File: src/rtl/aob_pkg.sv
`default_nettype none

package aob_pkg;

    // Overlay store geometry
    localparam int STORE_AW    = 13;
    localparam int STORE_DEPTH = 1 << STORE_AW;
    localparam int TEXEL_W     = 32;

    // Raster counters
    localparam int COL_W = 12;
    localparam int ROW_W = 13;
    localparam logic [ROW_W-1:0] ROW_MAX   = {ROW_W{1'b1}};
    localparam logic [12:0]      COL_LIMIT = 13'd4096;

    // Window arithmetic: signed distance from the overlay corner
    localparam int POS_W = 13;
    localparam int DIF_W = 15;

    // Default overlay size
    localparam int OVERLAY_WIDTH_DEF  = 128;
    localparam int OVERLAY_HEIGHT_DEF = 64;

    // Configuration registers
    localparam int CFG_IDX_W = 2;
    localparam logic [CFG_IDX_W-1:0] REG_OVERLAY_LEFT = 2'd0;
    localparam logic [CFG_IDX_W-1:0] REG_OVERLAY_TOP  = 2'd1;
    localparam logic [CFG_IDX_W-1:0] REG_LINE_WIDTH   = 2'd2;
    localparam logic [12:0] LINE_WIDTH_RST = 13'd1920;

    // Input commands
    localparam logic CMD_LOAD  = 1'b0;
    localparam logic CMD_PIXEL = 1'b1;

    // Stream widths
    localparam int S_TDATA_W = 72;
    localparam int S_TUSER_W = 2;
    localparam int M_TDATA_W = 24;
    localparam int M_TUSER_W = 1;

    typedef struct packed {
        logic signed [POS_W-1:0] overlay_left;
        logic signed [POS_W-1:0] overlay_top;
        logic        [12:0]      line_width;
    } cfg_t;

    typedef struct packed {
        logic                in_window;
        logic [STORE_AW-1:0] addr;
    } raster_t;

    typedef struct packed {
        logic [7:0] alpha;
        logic [7:0] red;
        logic [7:0] green;
        logic [7:0] blue;
    } texel_t;

    typedef struct packed {
        logic       in_window;
        logic [7:0] red;
        logic [7:0] green;
        logic [7:0] blue;
    } pix_t;

endpackage

`default_nettype wire

File: src/rtl/aob_mix.sv
`default_nettype none

module aob_mix (
    input  wire logic            aclk,
    input  wire logic            en,
    input  wire aob_pkg::pix_t   pix_in,
    input  wire aob_pkg::texel_t texel,
    output aob_pkg::pix_t        pix_out,
    output logic [15:0]          sum_max
);
    import aob_pkg::*;

    // Exact floor(x / 255) for x below 65280 (255 * 256)
    function automatic logic [7:0] div255(input logic [15:0] x);
        logic [16:0] t;
        t = {1'b0, x} + 17'd1 + {9'd0, x[15:8]};
        return t[15:8];
    endfunction

    logic [7:0]  inv_a;
    logic [15:0] sum_b_next, sum_g_next, sum_r_next;
    logic [15:0] sum_b_reg, sum_g_reg, sum_r_reg;
    pix_t        pix_a_reg;
    pix_t        out_next, out_reg;

    assign inv_a = 8'd255 - texel.alpha;

    assign sum_b_next = 16'(pix_in.blue)  * 16'(inv_a) + 16'(texel.blue)  * 16'(texel.alpha);
    assign sum_g_next = 16'(pix_in.green) * 16'(inv_a) + 16'(texel.green) * 16'(texel.alpha);
    assign sum_r_next = 16'(pix_in.red)   * 16'(inv_a) + 16'(texel.red)   * 16'(texel.alpha);

    always_ff @(posedge aclk) begin
        if (en) begin
            sum_b_reg <= sum_b_next;
            sum_g_reg <= sum_g_next;
            sum_r_reg <= sum_r_next;
            pix_a_reg <= pix_in;
        end
    end

    always_comb begin
        out_next = pix_a_reg;
        if (pix_a_reg.in_window) begin
            out_next.blue  = div255(sum_b_reg);
            out_next.green = div255(sum_g_reg);
            out_next.red   = div255(sum_r_reg);
        end
    end

    always_ff @(posedge aclk) begin
        if (en) begin
            out_reg <= out_next;
        end
    end

    assign pix_out = out_reg;

    // Largest pending sum, watched by the top level
    always_comb begin
        sum_max = sum_b_reg;
        if (sum_g_reg > sum_max) begin
            sum_max = sum_g_reg;
        end
        if (sum_r_reg > sum_max) begin
            sum_max = sum_r_reg;
        end
    end

endmodule

`default_nettype wire

File: config.mk
export PLATFORM = sky130hd
export DESIGN_NAME = aob_mix
export DESIGN_NICKNAME = d
export VERILOG_FILES = /design/src/rtl/aob_pkg.sv /design/src/rtl/aob_mix.sv
export SDC_FILE = /design/constraint.sdc
export NUM_CORES = 1
export LEC_CHECK = 0
export ABC_AREA = 1
export BUFFER_PORTS_ARGS = -buffer_cell sky130_fd_sc_hd__clkbuf_2
export CORE_ASPECT_RATIO = 1.1
export CORE_MARGIN = 4
export CORE_UTILIZATION = 65
export DETAILED_ROUTE_END_ITERATION = 8
export GPL_TIMING_DRIVEN = 0
export HOLD_SLACK_MARGIN = 0.1
export PLACE_DENSITY = 0.94
export SLEW_MARGIN = 25
export SYNTH_ARGS = -nofsm -noshare
export SYNTH_HDL_FRONTEND = slang
export SYNTH_SLANG_ARGS = --single-unit
File: constraint.sdc
create_clock -name aclk -period 6.8 [get_ports aclk]
set_input_delay 0.34 -clock aclk [delete_from_list [all_inputs] [get_ports aclk]]
set_output_delay 0.34 -clock aclk [all_outputs]
set_load 0.01 [all_outputs]
==> results.md <==
* Status: finished clean
* Vias after detailed routing at 15700
* Gpl congestion at 1.01
* Layout cells sized above 1 at 4.36%
* Mapped cell area at 19000 µm²
* Yosys cell types at 40
* Highest clock rate at 166 MHz
* Filler instances at 2198
* Sequential area share after synthesis at 15.5%
* Worst Path Buf+Inv at 5
* Starting Density at 66.1%
* Root Buffer Master: clkbuf_16
* Final Hold Viols at 0
* Vias in the first global route at 16800
* Post-synthesis xor/xnor area fraction at 1.99%
* Detailed placer's ending HPWL at 41.6 mm
* Top Family by Delay on Critical Path: adder cells
* Setup violations, final at 0
* Buffers on Ports at 67
* CP cell instances: clkbuf_1 > clkbuf_1 > nand2_1 > inv_1 > fa_1 > fa_1 > fa_1 > fa_1 > fa_1 > inv_1 > fa_1 > inv_1 > ha_1 > a21oi_1 > o21ai_0 > a21oi_1 > o21ai_0 > xor2_1
* Initial antenna violation count at 3
* Final TNS setup at 0 ns
* Die X at 171 µm
* Worst skew pair latency at 0.34 ns
* Global router's overall resource usage at 31.9%
* Class of the worst hold path: in2reg
* Worst hold stages at 1
* Critical path capture point type: register
* Core Footprint at 28700 µm²
* H-tree level count at 3
* Final slew viol count at 0
* Reg2reg end: pix_out[13]$_DFFE_PP_
* Slowest stage cell, crit path: clkbuf_1
* Crit path top cell by count: fa_1
* Slew margin rel. at 38.4%
* CP Class: in2reg
* Via/cell ratio at 5.54
* Area grow syn2layout at 5.86%
* Post-Synth Adder-Cell Area at 46.2%
* Worst Path Required at 6.88 ns
* Max reg flops at 25
* First-pass GRT wire length at 80.7 mm
* Post-cts resize count at 0
* Area contributors post-synth: fa_1 30%, ha_1 16%, edfxtp_1 16%
* Clock Pin Slew Worst Setup and Hold Paths at 0.07 ns
* Final wirelength at 49.6 mm
* R2R cell count at 9
* I/O pin count at 100
* Reg2reg setup slack at 4.57 ns
* DR iter-0 viols at 1144
* Hold endpoint: out_next[24]$_DFFE_PP_
* Critical path startpoint category: primary input
* Post-synth ARST share at 0%
* DR pass1 iterations at 5
* RR Startpoint: sum_g_reg[10]$_DFFE_PP_
* Mux share of post-synthesis cell area at 0%
* Crit path depth at 18
* Clock skew at 0.00426 ns
* RSZ-0062 raised after global routing: no
* EDFF count, synth at 98
* Crit-path max FO at 10
* Minimum clock period at 6.03 ns
* Simple-gate share of the synthesized area at 18.0%
* Post-synth top area share at 30.4%
* Predominant post-synthesis flop cell: edfxtp_1
* Pin count of the biggest net entering global routing at 99
* Compound-gate portion of the synthesized area at 3.56%
* CTS Sinks at 98
* YS warnings at 0
* Final ANT Viol Nets at 0
* Clock buffer depth at 2
* Tcrit/Tclk final at 88.7%
* Area leader, netlist: fa_1
* Cell Rows at 65
* Slowest stage delay, CP at 0.68 ns
* Max Cap Viol at 0
* Fin nets at 3037
* Post-CTS setup buffer count at 0
* GRT overflow at 0
* Syn_area_per_cell at 8.00 µm²
* Slew @ Worst Pin at 0.924 ns
* Post-cts hold buffer count at 0
* #FFs+latches synth at 98
* Largest family of logic cells by synthesized area: adder cells
* Die H at 187 µm
* HP Start: pix_in[24]
* Number of buffers created by CTS at 9
* Mapped Cells at 2371
* DRC at 0
* CP arrival at 6.11 ns
* CTS tree: done
* WL per Instance at 17.6 µm
* Total die area at 32000 µm²
synth_stat cells, types with 2 or more instances:
library cell,n
clkbuf_8,2
edfxtp_1,98
nand2_1,554
o22ai_1,2
a21o_1,9
xnor2_1,13
o21a_1,2
clkbuf_1,50
fa_1,288
o21bai_1,10
a21boi_0,2
a21oi_1,58
xor2_1,30
buf_1,9
inv_1,654
nand3_1,113
nor2_2,2
ha_1,239
nor2_1,157
a31oi_1,5
clkbuf_2,10
nand2_4,3
nor4_1,2
o21ai_0,27
nand4_1,7
nand2_2,2
nor3_1,10
per-layer routing:
metal / track usage, % / vias to the layer above / share of wire, % / wire (µm)
li1: - / 7183 / - / -
met1: 39.1 / 7395 / 37 / 18300
met4: 17.1 / 2 / 6.1 / 3040
met2: 53.3 / 859 / 47 / 23500
met3: 6.11 / 227 / 9.5 / 4720
met5: 0 / - / 0.026 / 13
cell type report:
cell class | instances | area, µm² | area share, %
plain buffers | 74 | 333 | 1.66
inverters | 656 | 2460 | 12.3
multi-input cells | 1545 | 13200 | 65.9
clock inverters | 5 | 62.6 | 0.311
repair buffers | 67 | 344 | 1.71
clock buffers | 11 | 233 | 1.16
diodes | 2 | 5.00 | 0.0249
well taps | 368 | 460 | 2.29
flip-flops and latches | 98 | 2940 | 14.7
stage by stage:
step                      area (µm²)  std cells  worst slack, ns  hold slack [ns]  utilization, %
after detailed placement       19800       2808            0.539            0.445            68.9
after global placement         19800       2808            0.612            0.432            68.9
after CTS                      20100       2824            0.913            0.161            69.9
after floorplan                19000       2373             1.39            0.424               -
after global routing           20100       2826            0.548            0.166            70.0
final                          20100       2826            0.770            0.171            70.0
how the worst max path moves through the flow:
| stage | startpoint | end | slack [ns] |
|---|---|---|---|
| 6_report | texel[26] | sum_r_reg[14]$_DFFE_PP_ | 0.77 |
| 4_1_cts | texel[26] | sum_b_reg[12]$_DFFE_PP_ | 0.91 |
| 5_1_grt | texel[26] | sum_b_reg[12]$_DFFE_PP_ | 0.55 |
| 2_1_floorplan | texel[25] | sum_b_reg[12]$_DFFE_PP_ | 1.39 |
| 3_3_place_gp | texel[26] | sum_b_reg[12]$_DFFE_PP_ | 0.61 |
| 3_5_place_dp | texel[26] | sum_b_reg[12]$_DFFE_PP_ | 0.54 |
cell families after synthesis:
kind of cell               after synthesis
xor gates and xnor gates                43
buffers and inverters                  730
and+or+nand+nor                        853
DFF                                     98
AOI/OAI and AO/OA                      119
other                                    1
adders and majority gates              527
placed cells by master, fill, tap and decap left out, types with 2 or more instances in the layout:
cell / instances
inv_1: 654
nand2_1: 554
fa_1: 288
ha_1: 239
nor2_1: 157
nand3_1: 113
edfxtp_1: 98
clkbuf_2: 76
a21oi_1: 58
clkbuf_1: 52
xor2_1: 30
o21ai_0: 27
xnor2_1: 13
nor3_1: 10
o21bai_1: 10
buf_1: 9
a21o_1: 9
clkbuf_16: 9
nand4_1: 7
a31oi_1: 5
nand2_4: 3
clkbuf_8: 3
conb_1: 3
diode_2: 2
a21boi_0: 2
nor2_2: 2
nand2_2: 2
o21a_1: 2
nor4_1: 2
o22ai_1: 2
clkinvlp_4: 2
Power is left out: the tool's default activity adds up to more than one toggle a clock period on the data nets, which glitch-free logic cannot reach.
