**config.mk**
```make
export PLATFORM = sky130hd
export DESIGN_NAME = aob_raster
export DESIGN_NICKNAME = d
export VERILOG_FILES = /design/src/rtl/aob_pkg.sv /design/src/rtl/aob_raster.sv
export SDC_FILE = /design/constraint.sdc
export NUM_CORES = 1
export LEC_CHECK = 0
export BUFFER_PORTS_ARGS = -buffer_cell sky130_fd_sc_hd__buf_2
export CAP_MARGIN = 0
export CORE_ASPECT_RATIO = 1.5
export CORE_MARGIN = 1.5
export CORE_UTILIZATION = 38
export DETAILED_ROUTE_END_ITERATION = 12
export GPL_TIMING_DRIVEN = 0
export PLACE_DENSITY_LB_ADDON = 0.12
export SYNTH_ARGS = -nofsm -noshare
export SYNTH_HDL_FRONTEND = slang
export SYNTH_SLANG_ARGS = --single-unit
```
**constraint.sdc**
```tcl
create_clock -name aclk -period 9.53 [get_ports aclk]
set_clock_uncertainty 0.05 [all_clocks]
set_input_delay 1.906 -clock aclk [delete_from_list [all_inputs] [get_ports aclk]]
set_output_delay 1.906 -clock aclk [all_outputs]
set_load 0.01 [all_outputs]
```
**src/rtl/aob_pkg.sv**
```systemverilog
`default_nettype none

package aob_pkg;

    // Overlay store geometry
    localparam int STORE_AW    = 13;
    localparam int STORE_DEPTH = 1 << STORE_AW;
    localparam int TEXEL_W     = 32;

    // Raster counters
    localparam int COL_W = 12;
    localparam int ROW_W = 13;
    localparam logic [ROW_W-1:0] ROW_MAX   = {ROW_W{1'b1}};
    localparam logic [12:0]      COL_LIMIT = 13'd4096;

    // Window arithmetic: signed distance from the overlay corner
    localparam int POS_W = 13;
    localparam int DIF_W = 15;

    // Default overlay size
    localparam int OVERLAY_WIDTH_DEF  = 128;
    localparam int OVERLAY_HEIGHT_DEF = 64;

    // Configuration registers
    localparam int CFG_IDX_W = 2;
    localparam logic [CFG_IDX_W-1:0] REG_OVERLAY_LEFT = 2'd0;
    localparam logic [CFG_IDX_W-1:0] REG_OVERLAY_TOP  = 2'd1;
    localparam logic [CFG_IDX_W-1:0] REG_LINE_WIDTH   = 2'd2;
    localparam logic [12:0] LINE_WIDTH_RST = 13'd1920;

    // Input commands
    localparam logic CMD_LOAD  = 1'b0;
    localparam logic CMD_PIXEL = 1'b1;

    // Stream widths
    localparam int S_TDATA_W = 72;
    localparam int S_TUSER_W = 2;
    localparam int M_TDATA_W = 24;
    localparam int M_TUSER_W = 1;

    typedef struct packed {
        logic signed [POS_W-1:0] overlay_left;
        logic signed [POS_W-1:0] overlay_top;
        logic        [12:0]      line_width;
    } cfg_t;

    typedef struct packed {
        logic                in_window;
        logic [STORE_AW-1:0] addr;
    } raster_t;

    typedef struct packed {
        logic [7:0] alpha;
        logic [7:0] red;
        logic [7:0] green;
        logic [7:0] blue;
    } texel_t;

    typedef struct packed {
        logic       in_window;
        logic [7:0] red;
        logic [7:0] green;
        logic [7:0] blue;
    } pix_t;

endpackage

`default_nettype wire

```
**src/rtl/aob_raster.sv**
```systemverilog
`default_nettype none

module aob_raster #(
    parameter int OVERLAY_WIDTH  = aob_pkg::OVERLAY_WIDTH_DEF,
    parameter int OVERLAY_HEIGHT = aob_pkg::OVERLAY_HEIGHT_DEF
) (
    input  wire logic          aclk,
    input  wire logic          aresetn,
    input  wire aob_pkg::cfg_t cfg,
    input  wire logic          step,
    input  wire logic          frame_start,
    output aob_pkg::raster_t   info
);
    import aob_pkg::*;

    localparam logic [DIF_W-1:0]    OW_LIM = DIF_W'(OVERLAY_WIDTH);
    localparam logic [DIF_W-1:0]    OH_LIM = DIF_W'(OVERLAY_HEIGHT);
    localparam logic [STORE_AW-1:0] OW_MUL = STORE_AW'(OVERLAY_WIDTH);

    logic [COL_W-1:0] col_reg, col_next, col_cur;
    logic [ROW_W-1:0] row_reg, row_next, row_cur;
    logic [DIF_W-1:0] fx, fy;
    logic [12:0]      eff_w, col_inc;
    logic             in_x, in_y;

    // Frame start places the pixel at the origin
    assign col_cur = frame_start ? '0 : col_reg;
    assign row_cur = frame_start ? '0 : row_reg;

    assign fx = {{(DIF_W-COL_W){1'b0}}, col_cur}
              - {{(DIF_W-POS_W){cfg.overlay_left[POS_W-1]}}, cfg.overlay_left};
    assign fy = {{(DIF_W-ROW_W){1'b0}}, row_cur}
              - {{(DIF_W-POS_W){cfg.overlay_top[POS_W-1]}}, cfg.overlay_top};

    assign in_x = !fx[DIF_W-1] && (fx < OW_LIM);
    assign in_y = !fy[DIF_W-1] && (fy < OH_LIM);

    assign info.in_window = in_x && in_y;
    assign info.addr      = fy[STORE_AW-1:0] * OW_MUL + fx[STORE_AW-1:0];

    // Zero or oversize width wraps at the natural column limit
    assign eff_w   = (cfg.line_width == '0 || cfg.line_width > COL_LIMIT)
                   ? COL_LIMIT : cfg.line_width;
    assign col_inc = {1'b0, col_cur} + 13'd1;

    always_comb begin
        col_next = col_reg;
        row_next = row_reg;
        if (step) begin
            if (col_inc >= eff_w) begin
                col_next = '0;
                row_next = (row_cur == ROW_MAX) ? row_cur : row_cur + ROW_W'(1);
            end else begin
                col_next = col_inc[COL_W-1:0];
                row_next = row_cur;
            end
        end
    end

    always_ff @(posedge aclk) begin
        if (!aresetn) begin
            col_reg <= '0;
            row_reg <= '0;
        end else begin
            col_reg <= col_next;
            row_reg <= row_next;
        end
    end

endmodule

`default_nettype wire

```
==> flow_summary.yaml <==
synthesis:
  synth_edf_count: 0
  ys_warn_count: 0
  async_reset_ff_frac: 0
  syn_nets: 534
  ys_seq_elements: 25
  syn_area_um2: 3362
  synth-main-ff-cell: "dfxtp_1"
  avgSynthCellArea_um2: 7.572
  synth_seq_area_share: 0.1489
  synth_cell_types: 52
  synthCells: 444
setup_path:
  crit_chain: "buf_2 > clkbuf_1 > clkbuf_1 > nor2b_1 > ha_1 > and3_1 > a221oi_1 > a21oi_1 > xor2_1 > ha_1 > a21o_1 > a21oi_1 > o21bai_1 > a21oi_1 > xnor2_1 > xnor2_1 > buf_2"
  crit_top_cell: "a21oi_1"
  critPathKind: "input pin to output pin"
  critPathCaptureType: "output pin"
  slowest_stage: "a221oi_1"
  start_kind: "input pin"
  critPathMaxFanout: 10
  critical_path_required_ns: 7.57
  slowest_delay_ns: 0.51
  cp.arrival_ns: 6.20
routing:
  wl_per_cell_um: 14.90
  drc: 0
  drtIter0Drc: 98
  ant_nets: 0
  drtPass1Iterations: 4
  vias: 3319
  wirelength_mm: 9.104
  vias_per_cell: 5.432
placed_design:
  dpl.hpwl_mm: 7.618
  globalplace.congestion: 0.8508
  io_buffers: 56
  pre_cts_ws_ns: 1.314
sta:
  tns_ns: 0
  grt_setup_unrepaired: "false"
  setup_viol: 0
  fin_crit_sh: 0.8559
  slew_headroom: 0.6313
  fin_ws_ns: 1.374
  finalHoldViolations: 0
  fmax_mhz: 122.6
  period_needed_ns: 8.156
  worst_pin_slew_ns: 0.5531
  whs_ns: 0.4165
  slew_violations: 0
clock_tree:
  clkSlewWorstSetupHoldPaths_ns: 0.07
  cts_setup_buffers: 0
  cts_buffers: 3
  cts.sinks: 25
  cts_tree: "built"
  cts-root-buf: "clkbuf_16"
  cts_max_level: 1
  ctsHoldBuffers: 0
  cts-resized-gates: 0
  insertion_delay_ns: 0.27
  clock_path_buffers: 2
global_routing:
  antenna_found_initial: 0
  grt_max_degree: 16
  grt-ovfl-total: 0
  grt_pass1_vias: 3214
  grt_pass1_wl_mm: 14.44
  grt_use_total: 0.1927
power_and_ir_drop:
  ir_worst_vdd_v: 0.00005587
  p_leak_nw: 1.843
  powerDensity_nw_per_um2: 76.08
hold_path:
  hold_path.class: "register to register"
floorplanning:
  dieArea_um2: 9432
  core_area_um2: 8516
  start_util: 0.3948
  die_x_um: 79.80
  rows: 41
  ios: 57
  die_y_um: 118.2
final_layout:
  final_layout_size_suffix_gt1_frac: 0.1429
  largest_reg_flops: 13
  final_nets: 595
  antenna_cells: 0
  area_growth_pct: 14.77
run_status:
  status: "complete, no violations"
flow_run:
  maxCapViolations: 0
path summary, 6_finish.rpt:
path         cells after the start  slack [ns]                    start                 endpoint
max                             17        1.37              frame_start                 info[12]
min                              2        0.42  col_reg[7]$_SDFFE_PN0P_  col_reg[7]$_SDFFE_PN0P_
max reg2reg                     16        5.18  col_reg[1]$_SDFFE_PN0P_  col_reg[8]$_SDFFE_PN0P_
min reg2reg                      2        0.42  col_reg[7]$_SDFFE_PN0P_  col_reg[7]$_SDFFE_PN0P_
cells in the mapped netlist, types with 4 or more instances:
cell | instances | share of area
a21oi_1 | 24 | 0.036
nor3b_1 | 4 | 0.0089
nor2_1 | 24 | 0.027
a21boi_0 | 12 | 0.027
a31oi_1 | 5 | 0.0093
nand2b_1 | 15 | 0.028
a21o_1 | 13 | 0.029
inv_1 | 39 | 0.044
dfxtp_1 | 25 | 0.15
nand2_1 | 36 | 0.040
xor2_1 | 18 | 0.047
nand3_1 | 21 | 0.031
xnor2_1 | 21 | 0.055
nor4_1 | 5 | 0.0093
and3_1 | 13 | 0.024
and2_1 | 8 | 0.015
o21a_1 | 8 | 0.018
nor3_1 | 4 | 0.0060
nor2b_1 | 28 | 0.052
o21bai_1 | 4 | 0.0089
ha_1 | 44 | 0.16
nand4_1 | 13 | 0.024
o21ai_0 | 13 | 0.019
clkbuf_1 | 11 | 0.012
placed cells by master (no fill, tap or decap), types with 11 or more instances in the layout:
cell / instances
a21boi_0: 12
a21o_1: 13
a21oi_1: 24
and3_1: 13
buf_2: 56
clkbuf_1: 11
dfxtp_1: 25
ha_1: 44
inv_1: 39
nand2_1: 36
nand2b_1: 15
nand3_1: 21
nand4_1: 13
nor2_1: 24
nor2b_1: 28
o21ai_0: 13
xnor2_1: 21
xor2_1: 18
final cells by class:
cell class	count	area, µm²
Clock buffer	3	75.07
Buffer	14	60.06
Tap cell	107	133.9
Fill cell	929	4657
Timing Repair Buffer	56	280.3
Inverter	39	146.4
Multi-Input combinational cell	366	2655
Clock inverter	1	7.507
Sequential cell	25	500.5
cells by family (layout without fill, tap and decap cells):
logic type | Yosys count | count (layout) | share of synthesized area
buf+inv | 53 | 113 | 0.06141
xor+xnor | 39 | 39 | 0.1016
flops | 25 | 25 | 0.1489
simple gates | 175 | 175 | 0.2773
fa+ha+maj | 48 | 48 | 0.1846
compound gates | 104 | 104 | 0.2263
layer usage:
layer | part of all wire | global-route usage | up-vias
met2 | 0.54 | 0.3702 | 54
met3 | 0.019 | 0.01853 | 14
met5 | 0 | 0 | -
met1 | 0.41 | 0.2092 | 1568
met4 | 0.027 | 0.07220 | 0
li1 | - | - | 1683
worst max-delay path, delay by kind of cell:
family                     cells  cell delay [ns]
AOI/OAI and AO/OA              6             1.35
buffers and inverters          4             1.14
xor gates and xnor gates       3             0.71
adders and majority gates      2             0.70
and+or+nand+nor                2             0.38
report_power, final:
group          switching (mW)  internal [mW]  total (mW)  leakage [nW]
logic                  0.0497         0.0387      0.0884          1.60
clock network          0.0427         0.0572      0.0999        0.0371
registers            0.000365          0.105       0.105         0.202
total                  0.0928          0.201       0.294          1.84
metrics by stage:
step                area, µm²  power [mW]  instances    util
finish                   3859      0.2936        611  0.4531
global route             3859      0.3097        611  0.4531
CTS                      3859      0.2956        611  0.4531
detailed placement       3776      0.1970        607  0.4434
global placement         3776      0.1955        607  0.4434
floorplan                3362      0.1648        444       -
Power figures use the tool's default switching activity.
